## config.mk

```make
export PLATFORM = sky130hd
export DESIGN_NAME = go_to_goal_controller_unit_flat
export DESIGN_NICKNAME = d
export VERILOG_FILES = /design/src/hdl/ggc_pkg.sv /design/src/hdl/ggc_in_if.sv /design/src/hdl/ggc_out_if.sv /design/src/hdl/go_to_goal_controller_unit.sv /design/src/flat_wrapper.sv
export SDC_FILE = /design/constraint.sdc
export NUM_CORES = 2
export LEC_CHECK = 0
export ABC_AREA = 0
export BUFFER_PORTS_ARGS = -buffer_cell sky130_fd_sc_hd__buf_2
export CAP_MARGIN = 20
export CORE_ASPECT_RATIO = 2
export CORE_UTILIZATION = 54
export DETAILED_ROUTE_END_ITERATION = 10
export PLACE_DENSITY = 0.7
export SLEW_MARGIN = 0
export SYNTH_ARGS = -nofsm -noshare
export SYNTH_HDL_FRONTEND = slang
export SYNTH_SLANG_ARGS = --single-unit
```

## constraint.sdc

```tcl
create_clock -name clk -period 10.36 [get_ports clk]
set_input_delay 0 -clock clk [delete_from_list [all_inputs] [get_ports clk]]
set_output_delay 0 -clock clk [all_outputs]
set_load 0.05 [all_outputs]
```

## src/hdl/ggc_pkg.sv

```systemverilog
package ggc_pkg;

  localparam int PosW   = 16;
  localparam int AngInW = 16;
  localparam int OutW   = 20;
  localparam int GainW  = 12;
  localparam int ThrW   = 15;
  localparam int Guard  = 8;
  // CORDIC datapath: 17-bit offset, 8 guard bits, growth and sign margin
  localparam int CxW    = 28;
  localparam int ZW     = 24;
  localparam int MaxSteps = 24;

  localparam logic signed [ZW-1:0] AngPi     = 24'sd3294199;
  localparam logic signed [ZW-1:0] AngHalfPi = 24'sd1647099;
  localparam logic [15:0] InvKQ16 = 16'd39797;

  localparam logic signed [OutW-1:0] OutMax = 20'sd524287;
  localparam logic signed [OutW-1:0] OutMin = -20'sd524288;

  // configuration register indexes
  localparam logic [2:0] RegGoalX     = 3'd0;
  localparam logic [2:0] RegGoalY     = 3'd1;
  localparam logic [2:0] RegThreshold = 3'd2;
  localparam logic [2:0] RegLinGain   = 3'd3;
  localparam logic [2:0] RegAngGain   = 3'd4;

  localparam logic OpPose = 1'b0;
  localparam logic OpTick = 1'b1;

  typedef struct packed {
    logic                     op;
    logic signed [PosW-1:0]   pos_x;
    logic signed [PosW-1:0]   pos_y;
    logic signed [AngInW-1:0] heading;
  } ggc_in_t;

  typedef struct packed {
    logic signed [OutW-1:0] linear_velocity;
    logic signed [OutW-1:0] angular_velocity;
    logic                   arrived;
  } ggc_out_t;

  function automatic logic signed [ZW-1:0] atan_q20(input logic [4:0] i);
    logic signed [ZW-1:0] r;
    case (i)
      5'd0:  r = 24'sd823550;
      5'd1:  r = 24'sd486170;
      5'd2:  r = 24'sd256879;
      5'd3:  r = 24'sd130396;
      5'd4:  r = 24'sd65451;
      5'd5:  r = 24'sd32757;
      5'd6:  r = 24'sd16383;
      5'd7:  r = 24'sd8192;
      5'd8:  r = 24'sd4096;
      5'd9:  r = 24'sd2048;
      5'd10: r = 24'sd1024;
      5'd11: r = 24'sd512;
      5'd12: r = 24'sd256;
      5'd13: r = 24'sd128;
      5'd14: r = 24'sd64;
      5'd15: r = 24'sd32;
      5'd16: r = 24'sd16;
      5'd17: r = 24'sd8;
      5'd18: r = 24'sd4;
      5'd19: r = 24'sd2;
      5'd20: r = 24'sd1;
      default: r = '0;
    endcase
    return r;
  endfunction

endpackage

```

## src/hdl/ggc_in_if.sv

```systemverilog
interface ggc_in_if import ggc_pkg::*; ();
  logic    valid;
  logic    ready;
  ggc_in_t data;
  modport source (output valid, output data, input ready);
  modport sink   (input valid, input data, output ready);
endinterface

```

## src/hdl/ggc_out_if.sv

```systemverilog
interface ggc_out_if import ggc_pkg::*; ();
  logic     valid;
  logic     ready;
  ggc_out_t data;
  modport source (output valid, output data, input ready);
  modport sink   (input valid, input data, output ready);
endinterface

```

## src/hdl/go_to_goal_controller_unit.sv

```systemverilog
// Channel  Dir  Payload
// -------  ---  -----------------------------------------------------------
// in       in   op, pos_x, pos_y, heading
// out      out  linear_velocity, angular_velocity, arrived
// cfg      in   cfg_we, cfg_index, cfg_data (goal, threshold, gains)
//
// A pose beat is stored when it is accepted. A tick runs one CORDIC vectoring step per
// cycle after the accept edge: CORDIC_STEPS steps (capped at MaxSteps), a shift-add
// multiply for 1/K, a state that finishes the distance and the wrapped heading error,
// a compare state, then bit-serial multiplies for each gain. On arrival the result
// is set from the compare state and the gain multiplies are skipped.
// Synchronous reset clears control state and the stored pose, and resets the configuration registers.
// A waiting result holds in the output register; the input waits until taken.
module go_to_goal_controller_unit import ggc_pkg::*; #(
  parameter int CORDIC_STEPS = 16
) (
  input  logic              clk,
  input  logic              rst,
  ggc_in_if.sink            in_ch,
  ggc_out_if.source         out_ch,
  input  logic              cfg_we,
  input  logic [2:0]        cfg_index,
  input  logic [PosW-1:0]   cfg_data
);

  localparam int NSteps = (CORDIC_STEPS > MaxSteps) ? MaxSteps : CORDIC_STEPS;
  localparam int DistW  = CxW + 16;

  typedef enum logic [6:0] {
    S_IDLE  = 7'b0000001,
    S_CORD  = 7'b0000010,
    S_SCALE = 7'b0000100,
    S_ERR   = 7'b0001000,
    S_LIN   = 7'b0010000,
    S_ANG   = 7'b0100000,
    S_OUT   = 7'b1000000
  } state_t;

  state_t state;

  logic signed [PosW-1:0] goal_x, goal_y;
  logic [ThrW-1:0]        reach_threshold;
  logic [GainW-1:0]       linear_gain, angular_gain;
  logic signed [PosW-1:0] stored_x, stored_y, stored_heading;
  logic                   finished;

  logic signed [CxW-1:0] cx, cy;
  logic signed [ZW-1:0]  cz;
  logic [4:0]            step;
  logic [DistW-1:0]      acc;      // serial product accumulator
  logic [DistW-1:0]      mcand;    // shifted multiplicand
  logic [15:0]           mplier;   // multiplier bits, shifted out LSB first
  logic [17:0]           goal_dist; // nonnegative distance, integer position units (Q18.0)
  logic signed [17:0]    err13;
  logic signed [OutW-1:0] lin_q;
  ggc_out_t              res;
  logic                  res_valid;

  // configuration writes
  always_ff @(posedge clk) begin
    if (rst) begin
      goal_x <= '0; goal_y <= '0;
      reach_threshold <= ThrW'(10);
      linear_gain <= GainW'(256);
      angular_gain <= GainW'(1024);
    end else if (cfg_we) begin
      case (cfg_index)
        RegGoalX:     goal_x <= cfg_data;
        RegGoalY:     goal_y <= cfg_data;
        RegThreshold: reach_threshold <= cfg_data[ThrW-1:0];
        RegLinGain:   linear_gain <= cfg_data[GainW-1:0];
        RegAngGain:   angular_gain <= cfg_data[GainW-1:0];
        default: ;
      endcase
    end
  end

  assign in_ch.ready  = (state == S_IDLE) && !res_valid;
  assign out_ch.valid = res_valid;
  assign out_ch.data  = res;

  // one CORDIC step
  logic signed [CxW-1:0] sx, sy;
  logic signed [17:0] dx0, dy0;
  logic signed [CxW-1:0] x0, y0;
  assign dx0 = 18'(goal_x) - 18'(stored_x);
  assign dy0 = 18'(goal_y) - 18'(stored_y);
  assign x0  = CxW'(dx0) <<< Guard;
  assign y0  = CxW'(dy0) <<< Guard;
  assign sx  = cx >>> step;
  assign sy  = cy >>> step;

  // heading error wrap, Q20
  logic signed [ZW+1:0] err_a, err_b, err_c;
  always_comb begin
    err_a = 26'(cz) - (26'(stored_heading) <<< 7);
    err_b = (err_a > 26'(AngPi)) ? err_a - (26'(AngPi) <<< 1) : err_a;
    err_c = (err_b < -26'(AngPi)) ? err_b + (26'(AngPi) <<< 1) : err_b;
  end

  // rounded, clamped gain product from the accumulator (signed view)
  logic signed [DistW-1:0] prod_r;
  logic signed [DistW-1:0] prod_s;
  assign prod_s = $signed(acc) + DistW'(128);
  assign prod_r = prod_s >>> 8;
  logic signed [OutW-1:0] prod_c;
  assign prod_c = (prod_r > DistW'(OutMax)) ? OutMax :
                  (prod_r < -DistW'(524288)) ? OutMin : prod_r[OutW-1:0];

  logic [DistW-1:0] dist_full;
  assign dist_full = (acc + (DistW'(1) << (15 + Guard))) >> (16 + Guard);

  always_ff @(posedge clk) begin
    if (rst) begin
      state <= S_IDLE;
      res_valid <= 1'b0;
      finished <= 1'b0;
      stored_x <= '0; stored_y <= '0; stored_heading <= '0;
    end else begin
      if (res_valid && out_ch.ready) res_valid <= 1'b0;
      case (state)
        S_IDLE: begin
          if (in_ch.valid && in_ch.ready) begin
            if (in_ch.data.op == OpPose) begin
              stored_x <= in_ch.data.pos_x;
              stored_y <= in_ch.data.pos_y;
              stored_heading <= in_ch.data.heading;
            end else if (!finished) begin
              // pre-rotate into the right half plane
              step <= '0;
              if (x0 < 0) begin
                if (y0 >= 0) begin
                  cx <= y0; cy <= -x0; cz <= AngHalfPi;
                end else begin
                  cx <= -y0; cy <= x0; cz <= -AngHalfPi;
                end
              end else begin
                cx <= x0; cy <= y0; cz <= '0;
              end
              state <= (NSteps == 0) ? S_SCALE : S_CORD;
              acc <= '0;
              mplier <= InvKQ16;
            end
          end
        end
        S_CORD: begin
          // advance one rotation
          if (cy >= 0) begin
            cx <= cx + sy; cy <= cy - sx; cz <= cz + atan_q20(step);
          end else begin
            cx <= cx - sy; cy <= cy + sx; cz <= cz - atan_q20(step);
          end
          if (32'(step) == NSteps - 1) begin
            state <= S_SCALE;
            step <= '0;
          end else begin
            step <= step + 5'd1;
          end
        end
        S_SCALE: begin
          // shift-add x * 1/K, one multiplier bit per cycle
          if (step == 5'd0) mcand <= DistW'(cx);
          else mcand <= mcand << 1;
          if (step != 5'd0 && mplier[0]) acc <= acc + mcand;
          if (step != 5'd0) mplier <= mplier >> 1;
          step <= step + 5'd1;
          if (step == 5'd16) state <= S_ERR;
        end
        S_ERR: begin
          // finish the distance and the wrapped heading error
          goal_dist <= (cx < 0) ? '0 : 18'(dist_full);
          err13 <= 18'((err_c + 26'sd64) >>> 7);
          state <= S_OUT;
          step <= '0;
          acc <= '0;
        end
        S_OUT: begin
          if (goal_dist <= {3'd0, reach_threshold}) begin
            finished <= 1'b1;
            res <= '{linear_velocity: '0, angular_velocity: '0, arrived: 1'b1};
            res_valid <= 1'b1;
            state <= S_IDLE;
          end else begin
            state <= S_LIN;
            mcand <= DistW'(goal_dist);
            mplier <= 16'(linear_gain);
          end
        end
        S_LIN, S_ANG: begin
          // serial gain multiply, one gain bit per cycle
          if (step == 5'd12) begin
            step <= '0;
            acc <= '0;
            if (state == S_LIN) begin
              lin_q <= prod_c;
              mcand <= DistW'(err13);
              mplier <= 16'(angular_gain);
              state <= S_ANG;
            end else begin
              res <= '{linear_velocity: lin_q, angular_velocity: prod_c, arrived: 1'b0};
              res_valid <= 1'b1;
              state <= S_IDLE;
            end
          end else begin
            if (mplier[0]) acc <= acc + mcand;
            mcand <= mcand << 1;
            mplier <= mplier >> 1;
            step <= step + 5'd1;
          end
        end
        default: state <= S_IDLE;
      endcase
    end
  end

endmodule
```

## src/flat_wrapper.sv

```systemverilog
// flat-port wrapper written by rule: the top's interface ports become plain ports
module go_to_goal_controller_unit_flat import ggc_pkg::*;
#(
  parameter int CORDIC_STEPS = 16
)
  (clk, rst, cfg_we, cfg_index, cfg_data, in_ch_valid, in_ch_data, in_ch_ready, out_ch_valid, out_ch_data, out_ch_ready);
  ggc_in_if in_ch_i ();
  ggc_out_if out_ch_i ();
  input  logic clk;
  input  logic rst;
  input  logic cfg_we;
  input  logic [2:0] cfg_index;
  input  logic [PosW-1:0] cfg_data;
  input wire logic [$bits(in_ch_i.valid)-1:0] in_ch_valid;
  input wire logic [$bits(in_ch_i.data)-1:0] in_ch_data;
  output wire logic [$bits(in_ch_i.ready)-1:0] in_ch_ready;
  output wire logic [$bits(out_ch_i.valid)-1:0] out_ch_valid;
  output wire logic [$bits(out_ch_i.data)-1:0] out_ch_data;
  input wire logic [$bits(out_ch_i.ready)-1:0] out_ch_ready;
  assign in_ch_i.valid = in_ch_valid;
  assign in_ch_i.data = in_ch_data;
  assign in_ch_ready = in_ch_i.ready;
  assign out_ch_valid = out_ch_i.valid;
  assign out_ch_data = out_ch_i.data;
  assign out_ch_i.ready = out_ch_ready;
  go_to_goal_controller_unit #(.CORDIC_STEPS(CORDIC_STEPS)) u_core (.clk(clk), .rst(rst), .in_ch(in_ch_i), .out_ch(out_ch_i), .cfg_we(cfg_we), .cfg_index(cfg_index), .cfg_data(cfg_data));
endmodule
```

==> impl_metrics.env <==
export IMPL_status="complete, no violations"
export IMPL_fin_nets=4258
export IMPL_p_per_area_mw_per_mm2=226
export IMPL_final_cell_count_no_fill=4781
export IMPL_start_util_pct=54.8
export IMPL_start_kind="flop"
export IMPL_critPathTopFamily="compound AO/OA/AOI/OAI gates"
export IMPL_syn_inst=3864
export IMPL_rr_endpoint="u_core.cy[23]$_DFFE_PP_"
export IMPL_timing_hold_worst_class="in2reg"
export IMPL_multi_input_area_sq_mm=0.0200
export IMPL_p_leak_nw=14.0
export IMPL_grt_setup_unrepaired="false"
export IMPL_cp_buffers_inverters=1
export IMPL_avgSynthCellArea_sq_um=8.51
export IMPL_dp_hpwl_um=82000
export IMPL_post_cts_buffers=0
export IMPL_drive_gt1_share_pct=9.29
export IMPL_final_util_pct=60.6
export IMPL_dp_worst_setup_slack_ps=2930
export IMPL_crit_required_ps=10710
export IMPL_avgViaCountPerCell=6.25
export IMPL_hold_ws_ps=10.3
export IMPL_drv_slew=0
export IMPL_synth_area_leaders="edfxtp_1, dfxtp_1, ha_1"
export IMPL_overflow=0
export IMPL_synthFlopType="edfxtp_1"
export IMPL_drcViolationCount=0
export IMPL_ant_nets=0
export IMPL_synth_top_cells_by_count="nand2_1, a21oi_1, nor2_1, edfxtp_1, o21ai_0"
export IMPL_drt_pre_antenna_iters=7
export IMPL_r2r_setup_slack_ps=2840
export IMPL_cts_root_buf="clkbuf_16"
export IMPL_die_w_um=177
export IMPL_relSlewSlack_pct=27.8
export IMPL_hold_path_cell_count=5
export IMPL_synth_nets=4150
export IMPL_finalHoldViolCount=0
export IMPL_ys_types=108
export IMPL_min_from="in_ch_data[48]"
export IMPL_seqCellArea_sq_mm=0.0116
export IMPL_cts_sinks=434
export IMPL_grt_use_total_pct=35.1
export IMPL_clk_pin_slew_ps=70
export IMPL_clkLatencyLatePin_ps=610
export IMPL_drtIter0Drc=2269
export IMPL_ys_async_sr_fraction_pct=0
export IMPL_filler_cell_count=5355
export IMPL_yosys_warnings=0
export IMPL_rows=127
export IMPL_setup_ws_ps=2840
export IMPL_ir_drop_mv=0.212
export IMPL_io_buffers=115
export IMPL_cts_made_buffers=42
export IMPL_coreArea_sq_mm=0.0601
export IMPL_cap_violations=0
export IMPL_yosysMostFrequentCell="nand2_1"
export IMPL_cts_buffer_depth=3
export IMPL_r2r_start="u_core.step[0]$_DFFE_PP_"
export IMPL_crit_fanout=51
export IMPL_gp_congestion=1.02
export IMPL_synth_top_cell_area_share_pct=26.1
export IMPL_synth_edf_count=286
export IMPL_grt_max_degree=88
export IMPL_crit_slowest_cell="edfxtp_1"
export IMPL_ys_seq_area_share_pct=35.1
export IMPL_antenna_found_initial=3
export IMPL_worst_pin_slew_ps=1070
export IMPL_finClkSkew_ps=30.4
export IMPL_yosysTopAreaCell="edfxtp_1"
export IMPL_clock_fmax_mhz=133
export IMPL_io_pin_count=116
export IMPL_slowest_delay_ps=850
export IMPL_totalWireLength_um=110000
export IMPL_worst_setup_path_end_kind="flop"
export IMPL_wl_per_cell_um=22.9
export IMPL_dp_cells=4624
export IMPL_synth_seq_cells=434
export IMPL_finalSetupTns_ps=0
export IMPL_worstHoldEndpoint="u_core.state[1]$_SDFFE_PP0P_"
export IMPL_worstRegToRegCells=26
export IMPL_cts_tree="built"
export IMPL_critical_path_class="reg2reg"
export IMPL_grt_pass1_wl_um=164000
export IMPL_area_growth_pct=10.6
export IMPL_synth_area_sq_mm=0.0329
export IMPL_cp_arrival_ps=7870
export IMPL_timing_final_crit_share_pct=72.6
export IMPL_chipHeight_um=351
export IMPL_grt_pass1_vias=29200
export IMPL_setup_violations=0
export IMPL_die_area_sq_mm=0.0620
export IMPL_cts_htree_levels=2
export IMPL_via_count=29900
export IMPL_min_period_ps=7520
[metrics by stage]
| step | cell area [sq um] | total power [W] |
|---|---|---|
| floorplan | 32900 | 0.00540 |
| finish | 36400 | 0.00822 |
| CTS | 36400 | 0.00814 |
| global route | 36400 | 0.00868 |
| global placement | 34200 | 0.00648 |
| detailed placement | 34200 | 0.00652 |
[final cells by class]
type / count / share of cell area, %
Antenna cell: 1 / 0.00688
Clock buffer: 54 / 3.30
Clock inverter: 24 / 0.499
Inverter: 195 / 2.01
Multi-Input combinational cell: 3056 / 55.0
Sequential cell: 434 / 31.8
Tap cell: 774 / 2.66
Timing Repair Buffer: 243 / 4.75
[placed cells by master, fill, tap and decap left out, types with 82 or more instances in the layout]
cell type / synthesis / layout
nand2_1: 589 / 589
a21oi_1: 349 / 346
nor2_1: 309 / 309
edfxtp_1: 286 / 286
o21ai_0: 242 / 240
ha_1: 206 / 206
xnor2_1: 195 / 195
inv_1: 192 / 192
dfxtp_1: 148 / 148
buf_2: 15 / 114
xor2_1: 110 / 110
nand3_1: 82 / 82
[metal layers]
layer	GRT usage, %	vias to the layer above	wire (um)
met5	0	-	28
met4	34.3	4	12300
met3	6.10	502	6250
met2	64.5	1163	56800
met1	31.6	14100	34300
li1	-	14100	-
[power breakdown]
| group | total [W] | switching (W) | internal, W |
|---|---|---|---|
| combinational | 0.00434 | 0.00268 | 0.00165 |
| clock | 0.00159 | 0.000732 | 0.000857 |
| sequential | 0.00230 | 0.000218 | 0.00208 |
| total | 0.00822 | 0.00363 | 0.00459 |
[registers in the layout, indices dropped and copies added, names as in the netlist, 12 cells and up, named ones only]
name and count:
u_core.stored_y 16, u_core.stored_heading 16, u_core.goal_x 16, u_core.linear_gain 12, u_core.goal_dist 18, u_core.err13 18
u_core.cx 28, u_core.angular_gain 12, u_core.acc 44, u_core.goal_y 16, u_core.lin_q 20, u_core.mplier 16
u_core.stored_x 16, u_core.reach_threshold 15, u_core.cz 24, u_core.out_ch.data 41, u_core.mcand 44, u_core.cy 28
[what timing repair did]
action,4_1_cts,5_1_grt
hold buffers,76,0
endpoints found under the hold margin,127,0
gates resized for setup,0,0
[cell families (layout without fill, tap and decap cells)]
group                    Yosys count  count (layout)  share of synthesized area [%]
AND/OR/NAND/NOR                 1412            1412                           19.9
multiplexers                     115             115                           4.59
buffers and inverters            374             516                           4.39
other                              0               1                              0
XOR/XNOR                         307             307                           8.22
flip-flops                       434             434                           35.1
adder cells (fa/ha/maj)          214             214                           8.29
AO/OA/AOI/OAI                   1008            1008                           19.5
[how the worst max path moves through the flow]
stage	start	end	slack (ps)	cells after the start
final	u_core.step[0]$_DFFE_PP_	u_core.cy[23]$_DFFE_PP_	2840	26
after global routing	u_core.step[0]$_DFFE_PP_	u_core.cy[27]$_DFFE_PP_	2180	28
after CTS	u_core.step[0]$_DFFE_PP_	u_core.cy[23]$_DFFE_PP_	2900	26
after detailed placement	u_core.step[0]$_DFFE_PP_	u_core.cy[23]$_DFFE_PP_	2930	26
after global placement	u_core.step[0]$_DFFE_PP_	u_core.cy[23]$_DFFE_PP_	2990	27
after floorplan	u_core.state[0]$_SDFFE_PP1P_	u_core.cx[0]$_SDFFCE_PN0P_	2560	6
[worst register-to-register path, delay by kind of cell, from the launching register on]
family	cells	cell delay, ps
adders and majority gates	2	590
xor gates and xnor gates	1	80
and+or+nand+nor	5	490
buffers and inverters	1	690
AOI/OAI and AO/OA	16	3900
muxes	1	680
DFF	1	850
No activity file was read; power rests on OpenSTA's default activity.
